===== src/design/tobm_pkg.sv =====
`default_nettype none
// -----------------------------------------------------------------------------
// tobm_pkg
// Shared constants, types and register codes of the threshold outer boundary
// marker.
// -----------------------------------------------------------------------------
package tobm_pkg;

  localparam int MAX_WIDTH  = 1024;
  localparam int COL_W      = $clog2(MAX_WIDTH);
  localparam int IWIDTH_W   = 11;
  localparam int LW         = (COL_W + 1 > IWIDTH_W) ? COL_W + 1 : IWIDTH_W;
  localparam int CH_W       = 8;
  localparam int SUM_W      = 10;
  localparam int THRESH_W   = 10;
  localparam int COLUMN_W   = 10;
  localparam int ROWS_W     = 2;
  localparam int CFG_IDX_W  = 2;
  localparam int CFG_DATA_W = 11;

  localparam logic [THRESH_W-1:0] THRESHOLD_RESET = THRESH_W'(300);
  localparam logic [IWIDTH_W-1:0] WIDTH_RESET     = IWIDTH_W'(650);
  localparam logic [ROWS_W-1:0]   ROWS_FULL       = ROWS_W'(2);

  typedef enum logic [CFG_IDX_W-1:0] {
    REG_SUM_THRESHOLD = CFG_IDX_W'(0),
    REG_IMAGE_WIDTH   = CFG_IDX_W'(1)
  } cfg_reg_t;

  // One line store entry: foreground bit of the row above and of the row
  // two above at the same column.
  typedef struct packed {
    logic fg;
    logic up;
  } line_bits_t;

  localparam int LINE_BITS_W = $bits(line_bits_t);

  // Neighborhood of the pixel one row above the current position.
  typedef struct packed {
    logic [COL_W-1:0] col;
    logic             first_col;
    logic             last_col;
    logic             rows_valid;
    logic             top;
    logic             center;
    logic             upper;
    logic             left;
    logic             right;
  } win_t;

endpackage
`default_nettype wire


===== src/design/tobm_pix_if.sv =====
`default_nettype none
// -----------------------------------------------------------------------------
// tobm_pix_if
// Pixel input channel with valid/ready handshake.
// -----------------------------------------------------------------------------
interface tobm_pix_if;
  import tobm_pkg::*;

  logic            valid;
  logic            ready;
  logic [CH_W-1:0] red;
  logic [CH_W-1:0] green;
  logic [CH_W-1:0] blue;
  logic            flush;

  modport source (output valid, output red, output green, output blue, output flush,
                  input ready);
  modport sink (input valid, input red, input green, input blue, input flush,
                output ready);
endinterface
`default_nettype wire


===== src/design/tobm_res_if.sv =====
`default_nettype none
// -----------------------------------------------------------------------------
// tobm_res_if
// Contour result channel with valid/ready handshake.
// -----------------------------------------------------------------------------
interface tobm_res_if;
  import tobm_pkg::*;

  logic                valid;
  logic                ready;
  logic                edge_res;
  logic [COLUMN_W-1:0] column;
  logic                frame_end;

  modport source (output valid, output edge_res, output column, output frame_end,
                  input ready);
  modport sink (input valid, input edge_res, input column, input frame_end,
                output ready);
endinterface
`default_nettype wire


===== src/design/tobm_cfg_if.sv =====
`default_nettype none
// -----------------------------------------------------------------------------
// tobm_cfg_if
// Configuration register write channel with valid/ready handshake.
// -----------------------------------------------------------------------------
interface tobm_cfg_if;
  import tobm_pkg::*;

  logic                  valid;
  logic                  ready;
  logic [CFG_IDX_W-1:0]  index;
  logic [CFG_DATA_W-1:0] data;

  modport source (output valid, output index, output data, input ready);
  modport sink (input valid, input index, input data, output ready);
endinterface
`default_nettype wire


===== src/design/tobm_ram.sv =====
`default_nettype none
// -----------------------------------------------------------------------------
// tobm_ram
// Generic simple dual-port RAM: one write port, one read port with the read
// data registered. A read at the address written in the same cycle returns
// the old contents.
// -----------------------------------------------------------------------------
module tobm_ram #(
  parameter int WIDTH = 2,
  parameter int DEPTH = 1024
) (
  input  wire logic                     clk,
  input  wire logic                     we,
  input  wire logic [$clog2(DEPTH)-1:0] waddr,
  input  wire logic [WIDTH-1:0]         wdata,
  input  wire logic [$clog2(DEPTH)-1:0] raddr,
  output logic      [WIDTH-1:0]         rdata
);

  logic [WIDTH-1:0] mem [DEPTH];

  always_ff @(posedge clk) begin
    if (we) begin
      mem[waddr] <= wdata;
    end
    rdata <= mem[raddr];
  end

endmodule
`default_nettype wire


===== src/design/tobm_cfg_regs.sv =====
`default_nettype none
// -----------------------------------------------------------------------------
// tobm_cfg_regs
// Threshold and image width registers behind the configuration write channel.
// -----------------------------------------------------------------------------
module tobm_cfg_regs (
  input  wire logic                    clk,
  input  wire logic                    rst_n,
  tobm_cfg_if.sink                     cfg_wr,
  output logic [tobm_pkg::THRESH_W-1:0] sum_threshold,
  output logic [tobm_pkg::IWIDTH_W-1:0] image_width
);
  import tobm_pkg::*;

  logic [THRESH_W-1:0] thr_r;
  logic [THRESH_W-1:0] thr_nxt;
  logic [IWIDTH_W-1:0] width_r;
  logic [IWIDTH_W-1:0] width_nxt;

  assign cfg_wr.ready = 1'b1;

  always_comb begin
    thr_nxt   = thr_r;
    width_nxt = width_r;
    if (cfg_wr.valid) begin
      case (cfg_reg_t'(cfg_wr.index))
        REG_SUM_THRESHOLD: thr_nxt   = cfg_wr.data[THRESH_W-1:0];
        REG_IMAGE_WIDTH:   width_nxt = cfg_wr.data[IWIDTH_W-1:0];
        default:           ;
      endcase
    end
  end

  always_ff @(posedge clk) begin
    if (!rst_n) begin
      thr_r   <= THRESHOLD_RESET;
      width_r <= WIDTH_RESET;
    end else begin
      thr_r   <= thr_nxt;
      width_r <= width_nxt;
    end
  end

  assign sum_threshold = thr_r;
  assign image_width   = width_r;

endmodule
`default_nettype wire


===== src/design/tobm_window.sv =====
`default_nettype none
// -----------------------------------------------------------------------------
// tobm_window
// Line store and column sequencer. One RAM holds, per column, the foreground
// bits of the two previous rows. The entry to the right is read one item
// ahead, a write that hits the pending read address is forwarded, and column
// zero is mirrored in a register so that a row wrap needs no second read.
// -----------------------------------------------------------------------------
module tobm_window (
  input  wire logic                     clk,
  input  wire logic                     rst_n,
  input  wire logic [tobm_pkg::IWIDTH_W-1:0] image_width,
  input  wire logic                     step,
  input  wire logic                     flush,
  input  wire logic                     cur,
  output tobm_pkg::win_t                win
);
  import tobm_pkg::*;

  logic [COL_W-1:0]  cnt_r;
  logic [COL_W-1:0]  cnt_nxt;
  logic [ROWS_W-1:0] rows_r;
  logic [ROWS_W-1:0] rows_nxt;
  logic [COL_W-1:0]  rd_addr_r;
  logic [COL_W-1:0]  rd_addr;
  logic              fwd_r;
  line_bits_t        fwd_bits_r;
  line_bits_t        e0_r;
  line_bits_t        cen_r;
  logic              left_r;
  line_bits_t        rd_data;
  line_bits_t        center;
  line_bits_t        right;
  line_bits_t        wr_bits;
  logic [LW-1:0]     w_ext;
  logic [LW-1:0]     w_act;
  logic [LW-1:0]     col_ext;
  logic              last;
  logic              first;

  always_comb begin
    w_ext = LW'(image_width);
    if (w_ext == '0) begin
      w_act = LW'(1);
    end else if (w_ext > LW'(MAX_WIDTH)) begin
      w_act = LW'(MAX_WIDTH);
    end else begin
      w_act = w_ext;
    end
    col_ext = LW'(cnt_r);
    last    = (col_ext + LW'(1)) >= w_act;
    first   = (cnt_r == '0);
  end

  assign center     = first ? e0_r : cen_r;
  assign right      = fwd_r ? fwd_bits_r : rd_data;
  assign wr_bits.fg = cur;
  assign wr_bits.up = center.fg;

  always_comb begin
    cnt_nxt  = cnt_r;
    rows_nxt = rows_r;
    rd_addr  = rd_addr_r;
    if (step) begin
      if (last) begin
        cnt_nxt = '0;
        rd_addr = COL_W'(1);
        if (flush) begin
          rows_nxt = '0;
        end else if (rows_r < ROWS_FULL) begin
          rows_nxt = rows_r + ROWS_W'(1);
        end
      end else begin
        cnt_nxt = cnt_r + COL_W'(1);
        rd_addr = cnt_r + COL_W'(2);
      end
    end
  end

  tobm_ram #(
    .WIDTH (LINE_BITS_W),
    .DEPTH (MAX_WIDTH)
  ) u_line_ram (
    .clk   (clk),
    .we    (step),
    .waddr (cnt_r),
    .wdata (wr_bits),
    .raddr (rd_addr),
    .rdata (rd_data)
  );

  always_ff @(posedge clk) begin
    if (!rst_n) begin
      cnt_r     <= '0;
      rows_r    <= '0;
      rd_addr_r <= COL_W'(1);
      fwd_r     <= 1'b0;
    end else begin
      cnt_r     <= cnt_nxt;
      rows_r    <= rows_nxt;
      rd_addr_r <= rd_addr;
      fwd_r     <= step && (cnt_r == rd_addr);
    end
  end

  always_ff @(posedge clk) begin
    fwd_bits_r <= wr_bits;
    if (step) begin
      left_r <= center.fg;
      if (!last) begin
        cen_r <= right;
      end
      if (first) begin
        e0_r <= wr_bits;
      end
    end
  end

  always_comb begin
    win.col        = cnt_r;
    win.first_col  = first;
    win.last_col   = last;
    win.rows_valid = (rows_r != '0);
    win.top        = (rows_r == ROWS_W'(1));
    win.center     = center.fg;
    win.upper      = center.up;
    win.left       = left_r;
    win.right      = right.fg;
  end

  a_rd_ahead: assert property (@(posedge clk) disable iff (!rst_n)
    rd_addr_r == cnt_r + COL_W'(1))
    else $error("read address is not one column ahead");

  a_fwd_src: assert property (@(posedge clk) disable iff (!rst_n)
    fwd_r |-> $past(step))
    else $error("forwarding without a preceding write");

  a_rows_sat: assert property (@(posedge clk) disable iff (!rst_n)
    rows_r <= ROWS_FULL)
    else $error("row count beyond two");

endmodule
`default_nettype wire


===== src/design/threshold_outer_boundary_marker.sv =====
`default_nettype none
// -----------------------------------------------------------------------------
// threshold_outer_boundary_marker
// Binary threshold boundary extraction on a raster RGB pixel stream.
// -----------------------------------------------------------------------------
// The block takes one pixel per clock unless a result stalls, and gives at
// most one result per pixel, describing the pixel one row above; the first
// row of a frame gives no results and a row of flush items after the last
// row pushes out the final row. Each pixel passes through a single stage:
// the R+G+B compare, the neighbor test and the output register. The rate is
// set by the line store, one RAM with one read and one write per cycle,
// whose right-hand neighbor is read one pixel ahead. The store needs no
// clearing pass after reset. A stalled result holds the input back only
// while the output register is full and not taken.
module threshold_outer_boundary_marker (
  input  wire logic clk,
  input  wire logic rst_n,
  tobm_pix_if.sink  in_pix,
  tobm_res_if.source out_res,
  tobm_cfg_if.sink  cfg_wr
);
  import tobm_pkg::*;

  logic [THRESH_W-1:0] sum_threshold;
  logic [IWIDTH_W-1:0] image_width;
  win_t                win;
  logic [SUM_W-1:0]    sum;
  logic                cur;
  logic                in_acc;
  logic                step;
  logic                produce;
  logic                edge_nxt;
  logic [LW-1:0]       col_ext;
  logic                out_valid_r;
  logic                out_valid_nxt;
  logic                out_edge_r;
  logic [COLUMN_W-1:0] out_column_r;
  logic                out_frame_end_r;

  tobm_cfg_regs u_cfg_regs (
    .clk           (clk),
    .rst_n         (rst_n),
    .cfg_wr        (cfg_wr),
    .sum_threshold (sum_threshold),
    .image_width   (image_width)
  );

  assign in_pix.ready = !out_valid_r || out_res.ready;
  assign in_acc       = in_pix.valid && in_pix.ready;
  assign step         = in_acc && !(in_pix.flush && !win.rows_valid);
  assign produce      = step && win.rows_valid;

  assign sum = SUM_W'(in_pix.red) + SUM_W'(in_pix.green) + SUM_W'(in_pix.blue);
  assign cur = !in_pix.flush && (sum >= sum_threshold);

  tobm_window u_window (
    .clk         (clk),
    .rst_n       (rst_n),
    .image_width (image_width),
    .step        (step),
    .flush       (in_pix.flush),
    .cur         (cur),
    .win         (win)
  );

  always_comb begin
    if (win.center) begin
      edge_nxt = win.top || in_pix.flush || win.first_col || win.last_col;
    end else begin
      edge_nxt = (!win.top && win.upper) || cur ||
                 (!win.first_col && win.left) || (!win.last_col && win.right);
    end
    col_ext = LW'(win.col);
  end

  always_comb begin
    out_valid_nxt = out_valid_r;
    if (produce) begin
      out_valid_nxt = 1'b1;
    end else if (out_res.ready) begin
      out_valid_nxt = 1'b0;
    end
  end

  always_ff @(posedge clk) begin
    if (!rst_n) begin
      out_valid_r <= 1'b0;
    end else begin
      out_valid_r <= out_valid_nxt;
    end
  end

  always_ff @(posedge clk) begin
    if (produce) begin
      out_edge_r      <= edge_nxt;
      out_column_r    <= COLUMN_W'(col_ext);
      out_frame_end_r <= in_pix.flush && win.last_col;
    end
  end

  assign out_res.valid     = out_valid_r;
  assign out_res.edge_res  = out_edge_r;
  assign out_res.column    = out_column_r;
  assign out_res.frame_end = out_frame_end_r;

  a_produce_shows: assert property (@(posedge clk) disable iff (!rst_n)
    produce |=> out_valid_r)
    else $error("result item lost after the neighbor test");

  a_stall_blocks: assert property (@(posedge clk) disable iff (!rst_n)
    (out_valid_r && !out_res.ready) |-> !in_pix.ready)
    else $error("input item taken while the result register is stalled");

  a_frame_end_flush: assert property (@(posedge clk) disable iff (!rst_n)
    (produce && in_pix.flush && win.last_col) |=> !win.rows_valid)
    else $error("frame end did not return the row count to start");

endmodule
`default_nettype wire


===== src/flat_wrapper.sv =====
// flat-port wrapper written by rule: the top's interface ports become plain ports
module threshold_outer_boundary_marker_flat import tobm_pkg::*;
  (clk, rst_n, in_pix_valid, in_pix_red, in_pix_green, in_pix_blue, in_pix_flush, in_pix_ready, out_res_valid, out_res_edge_res, out_res_column, out_res_frame_end, out_res_ready, cfg_wr_valid, cfg_wr_index, cfg_wr_data, cfg_wr_ready);
  tobm_pix_if in_pix_i ();
  tobm_res_if out_res_i ();
  tobm_cfg_if cfg_wr_i ();
  input  wire logic clk;
  input  wire logic rst_n;
  input wire logic [$bits(in_pix_i.valid)-1:0] in_pix_valid;
  input wire logic [$bits(in_pix_i.red)-1:0] in_pix_red;
  input wire logic [$bits(in_pix_i.green)-1:0] in_pix_green;
  input wire logic [$bits(in_pix_i.blue)-1:0] in_pix_blue;
  input wire logic [$bits(in_pix_i.flush)-1:0] in_pix_flush;
  output wire logic [$bits(in_pix_i.ready)-1:0] in_pix_ready;
  output wire logic [$bits(out_res_i.valid)-1:0] out_res_valid;
  output wire logic [$bits(out_res_i.edge_res)-1:0] out_res_edge_res;
  output wire logic [$bits(out_res_i.column)-1:0] out_res_column;
  output wire logic [$bits(out_res_i.frame_end)-1:0] out_res_frame_end;
  input wire logic [$bits(out_res_i.ready)-1:0] out_res_ready;
  input wire logic [$bits(cfg_wr_i.valid)-1:0] cfg_wr_valid;
  input wire logic [$bits(cfg_wr_i.index)-1:0] cfg_wr_index;
  input wire logic [$bits(cfg_wr_i.data)-1:0] cfg_wr_data;
  output wire logic [$bits(cfg_wr_i.ready)-1:0] cfg_wr_ready;
  assign in_pix_i.valid = in_pix_valid;
  assign in_pix_i.red = in_pix_red;
  assign in_pix_i.green = in_pix_green;
  assign in_pix_i.blue = in_pix_blue;
  assign in_pix_i.flush = in_pix_flush;
  assign in_pix_ready = in_pix_i.ready;
  assign out_res_valid = out_res_i.valid;
  assign out_res_edge_res = out_res_i.edge_res;
  assign out_res_column = out_res_i.column;
  assign out_res_frame_end = out_res_i.frame_end;
  assign out_res_i.ready = out_res_ready;
  assign cfg_wr_i.valid = cfg_wr_valid;
  assign cfg_wr_i.index = cfg_wr_index;
  assign cfg_wr_i.data = cfg_wr_data;
  assign cfg_wr_ready = cfg_wr_i.ready;
  threshold_outer_boundary_marker u_core (.clk(clk), .rst_n(rst_n), .in_pix(in_pix_i), .out_res(out_res_i), .cfg_wr(cfg_wr_i));
endmodule

===== config.mk =====
export PLATFORM = sky130hd
export DESIGN_NAME = threshold_outer_boundary_marker_flat
export DESIGN_NICKNAME = d
export VERILOG_FILES = /design/src/design/tobm_pkg.sv /design/src/design/tobm_pix_if.sv /design/src/design/tobm_res_if.sv /design/src/design/tobm_cfg_if.sv /design/src/design/tobm_ram.sv /design/src/design/tobm_cfg_regs.sv /design/src/design/tobm_window.sv /design/src/design/threshold_outer_boundary_marker.sv /design/src/flat_wrapper.sv
export SDC_FILE = /design/constraint.sdc
export NUM_CORES = 2
export LEC_CHECK = 0
export BUFFER_PORTS_ARGS = -buffer_cell sky130_fd_sc_hd__buf_2
export CAP_MARGIN = 20
export CELL_PAD_IN_SITES_DETAIL_PLACEMENT = 0
export CELL_PAD_IN_SITES_GLOBAL_PLACEMENT = 1
export CORE_MARGIN = 2
export CORE_UTILIZATION = 50
export CTS_CLUSTER_DIAMETER = 200
export DETAILED_ROUTE_END_ITERATION = 10
export PLACE_DENSITY_LB_ADDON = 0.12
export SYNTH_ARGS = -nofsm -noshare
export SYNTH_HDL_FRONTEND = slang
export SYNTH_HIERARCHICAL = 1
export SYNTH_SLANG_ARGS = --single-unit

===== constraint.sdc =====
create_clock -name clk -period 39 [get_ports clk]
set_input_delay 5.85 -clock clk [delete_from_list [all_inputs] [get_ports clk]]
set_output_delay 5.85 -clock clk [all_outputs]
set_load 0.02 [all_outputs]

==> metrics.txt <==
largest net degree at the start of global routing=between 200 and 300; number of max-cap violations=0; final setup vio count=0; clock skew=0.0342 ns; Synth cell types=92; DP Wirelength=around 130000 µm; internal power=roughly 0.0040 W; first-pass GRT wire length=roughly 350000 µm; Seq/Total Area, Yosys=71.7%; PD cells=52.5 nW/µm²; setup TNS=0 ns; Synth area leaders=edfxtp_1 (71%), mux4_2 (12%), nor2_1 (4.6%), mux2i_1 (2.5%), dfxtp_1 (1.1%); Slew HR=a little over a fifth; FILL cells=around 14000; Period Utilization, post-route=33.5%; Die Span Y=roughly 420 µm; Final Max Tran Viols=0; Slew @ Worst Pin=approximately 1.2 ns; Synth Area per Inst=16.8 µm²; most used cell, CP=buf_4; HP Class=flop to flop; Syn Nets=about 5300; # nets final=approximately 5300; Comb power frac=7.9%; Num CTS Buffers=~220; Clock Tree Root=clkbuf_16; crit path cell chain=buf_2, inv_1, fa_1, inv_1, ha_1, inv_1, fa_1, and2b_1, o21ai_1, nor2b_4, nand2b_4, a211oi_2, ha_1, nand4_1, nor3_1, nor4_1, buf_2, nor2_4, buf_4, buf_4, buf_4, buf_12, buf_4, buf_16; prevailing post-synth register cell=edfxtp_1; clock share of power=between 40 and 50%; Synthesis Warnings=6; Peak VDD IR=~0.047 mV; placed insts=~7300; WS Path Type=input pin to flop; Fin Hold WS=around 0.46 ns; Total Wirelength=~250000 µm; GP Congestion=around 0.8; Leak Pwr=32.5 nW; fin cells=7740; die area=about 180000 µm²; wire length per cell=roughly 32 µm; top-count cell post-synth=edfxtp_1; routed via count=between 40000 and 50000; Pwr Total=slightly above 0.005 W; H-tree levels=4; most frequent cells after synthesis=edfxtp_1 (2065), nor2_1 (1073), mux4_2 (449); CP Capture Type=flop; All-Layer GR Usage=27.6%; layout cells sized above 1=19.7%; post-cts hold buffer count=0; CTS tree=built; Sw Ratio=22.5%; fmax=76.4 MHz; worst skew pair latency=around 0.85 ns; Layout area overhead=11.4%; via/cell ratio=6.33; CP max-delay cell=buf_4; ys async rst share=0%; Sw Pwr=approximately 0.0012 W; vias in the first global route=49100; IO Count=between 50 and 60; DRC violations left=0; total gr overflow=0; post-cts resize count=0; status=complete, no violations; EDFF count, synth=approximately 2100; Mapped Cells=about 5200; Post-CTS Setup Inserts=0; Crit path arrival time=between 10 and 15 ns; Antenna Nets Post-Route=0; Yosys top cell area share=around 70%; crit-path max FO=approximately 230; Iter 0 DRT Violations=6079; Seq cells post-synth=2114; Core Box Area=approximately 170000 µm²; initial antenna violation count=14; Chip Width=423 µm; FP Rows=153; Final min period=13.08 ns; Worst path max stage delay=0.95 ns; Yosys top cell by area=edfxtp_1; CTS sink count=between 2000 and 2500; Post-Syn Area=slightly below 90000 µm²; RSZ-0062 raised after global routing=false; Startpoint Class=input pin; initial core utilization=50.4%; clock slew at reported path FFs=0.06 ns; Req. time, crit path=about 40 ns; register share of total power=about half; r2r setup slk=about 29 ns; Clock Tree Buf Depth=3; Port-buffer cells=56; final hold violation count=0; drt pass-1 iters=5
[per-layer routing]
metal | wire length, µm | track usage (%)
met3 | 20600 | 4.66
met2 | 121000 | 44.9
met4 | 7480 | 8.35
met1 | 98200 | 38.5
met5 | 0 | 0
[stage by stage]
stage          util [%]  instance area, µm²  setup WS, ns
3_5_place_dp       52.1               90700         24.83
3_3_place_gp       51.9               90400         24.41
5_1_grt            56.2               97900         25.29
2_1_floorplan         -               87900          2.28
4_1_cts            56.2               97800         25.74
6_report           56.2               97900         25.92
[cells in the final DEF, fill, tap and decap left out, drive strengths merged, types with 49 or more instances in the layout]
cell type / netlist / routed
nand2: 158 / 158
nor3: 49 / 49
a21oi: 90 / 90
mux2i: 220 / 220
nor2: 1074 / 1074
mux4: 449 / 449
dfxtp: 49 / 49
buf: 171 / 201
o221ai: 83 / 83
clkinv: 3 / 114
edfxtp: 2065 / 2065
clkbuf: 253 / 250
[power groups by stage]
stage	clock [W]	combinational, W	sequential, W
3_3_place_gp	0	0.000401	0.00270
5_1_grt	0.00220	0.000439	0.00265
3_5_place_dp	0	0.000405	0.00270
6_report	0.00209	0.000404	0.00265
4_1_cts	0.00211	0.000405	0.00265
2_1_floorplan	0	0.000270	0.00288
[sequential cells by signal, indices dropped and copies added, names as in the netlist, 2 cells and up]
name                              count
u_core/out_res.column                10
u_core/u_cfg_regs/image_width        11
u_core/u_cfg_regs/sum_threshold      10
u_core/u_window/cen_r                 2
u_core/u_window/cnt_r                10
u_core/u_window/e0_r                  2
u_core/u_window/fwd_bits_r            2
u_core/u_window/rd_addr_r            10
u_core/u_window/rows_r                2
u_core/u_window/u_line_ram/mem     2048
u_core/u_window/u_line_ram/rdata      2
[logic make-up (layout without fill, tap and decap cells)]
kind of cell               after synthesis  after routing  synth area share, %
AOI/OAI and AO/OA                      424            424                 3.40
xor gates and xnor gates                20             20                0.199
adders and majority gates               42             42                0.675
buffers and inverters                  472            646                 2.74
DFF                                   2114           2114                 71.7
muxes                                  683            683                 14.2
other                                    1              4              0.00427
and+or+nand+nor                       1482           1482                 7.08
[path summary, 6_finish.rpt]
path,depth (start not counted),startpoint,to
max,24,in_pix_red[1],u_core/u_window/u_line_ram/mem[621][1]$_DFFE_PP_
min,2,u_core/u_cfg_regs/sum_threshold[9]$_SDFFE_PN0P_,u_core/u_cfg_regs/sum_threshold[9]$_SDFFE_PN0P_
max reg2reg,23,u_core/u_window/cnt_r[1]$_SDFFE_PN0P_,u_core/u_window/u_line_ram/rdata[0]$_DFF_P_
min reg2reg,2,u_core/u_cfg_regs/sum_threshold[9]$_SDFFE_PN0P_,u_core/u_cfg_regs/sum_threshold[9]$_SDFFE_PN0P_
[worst max-delay path: cells and delay by family]
| family | cells | cell delay, ns |
|---|---|---|
| adders and majority gates | 4 | 1.24 |
| and+or+nand+nor | 7 | 1.36 |
| buffers and inverters | 11 | 4.53 |
| AOI/OAI and AO/OA | 2 | 0.24 |
[final cells by class]
cell class	count	area, µm²	share of cell area (%)
diodes	3	7.51	0.00767
clock buffers	250	5630	5.75
clock inverters	147	1490	1.52
inverters	48	186	0.191
multi-input cells	2652	23000	23.5
flip-flops and latches	2114	63000	64.4
well taps	2325	2910	2.97
repair buffers	201	1670	1.71
Power figures use the tool's default switching activity.
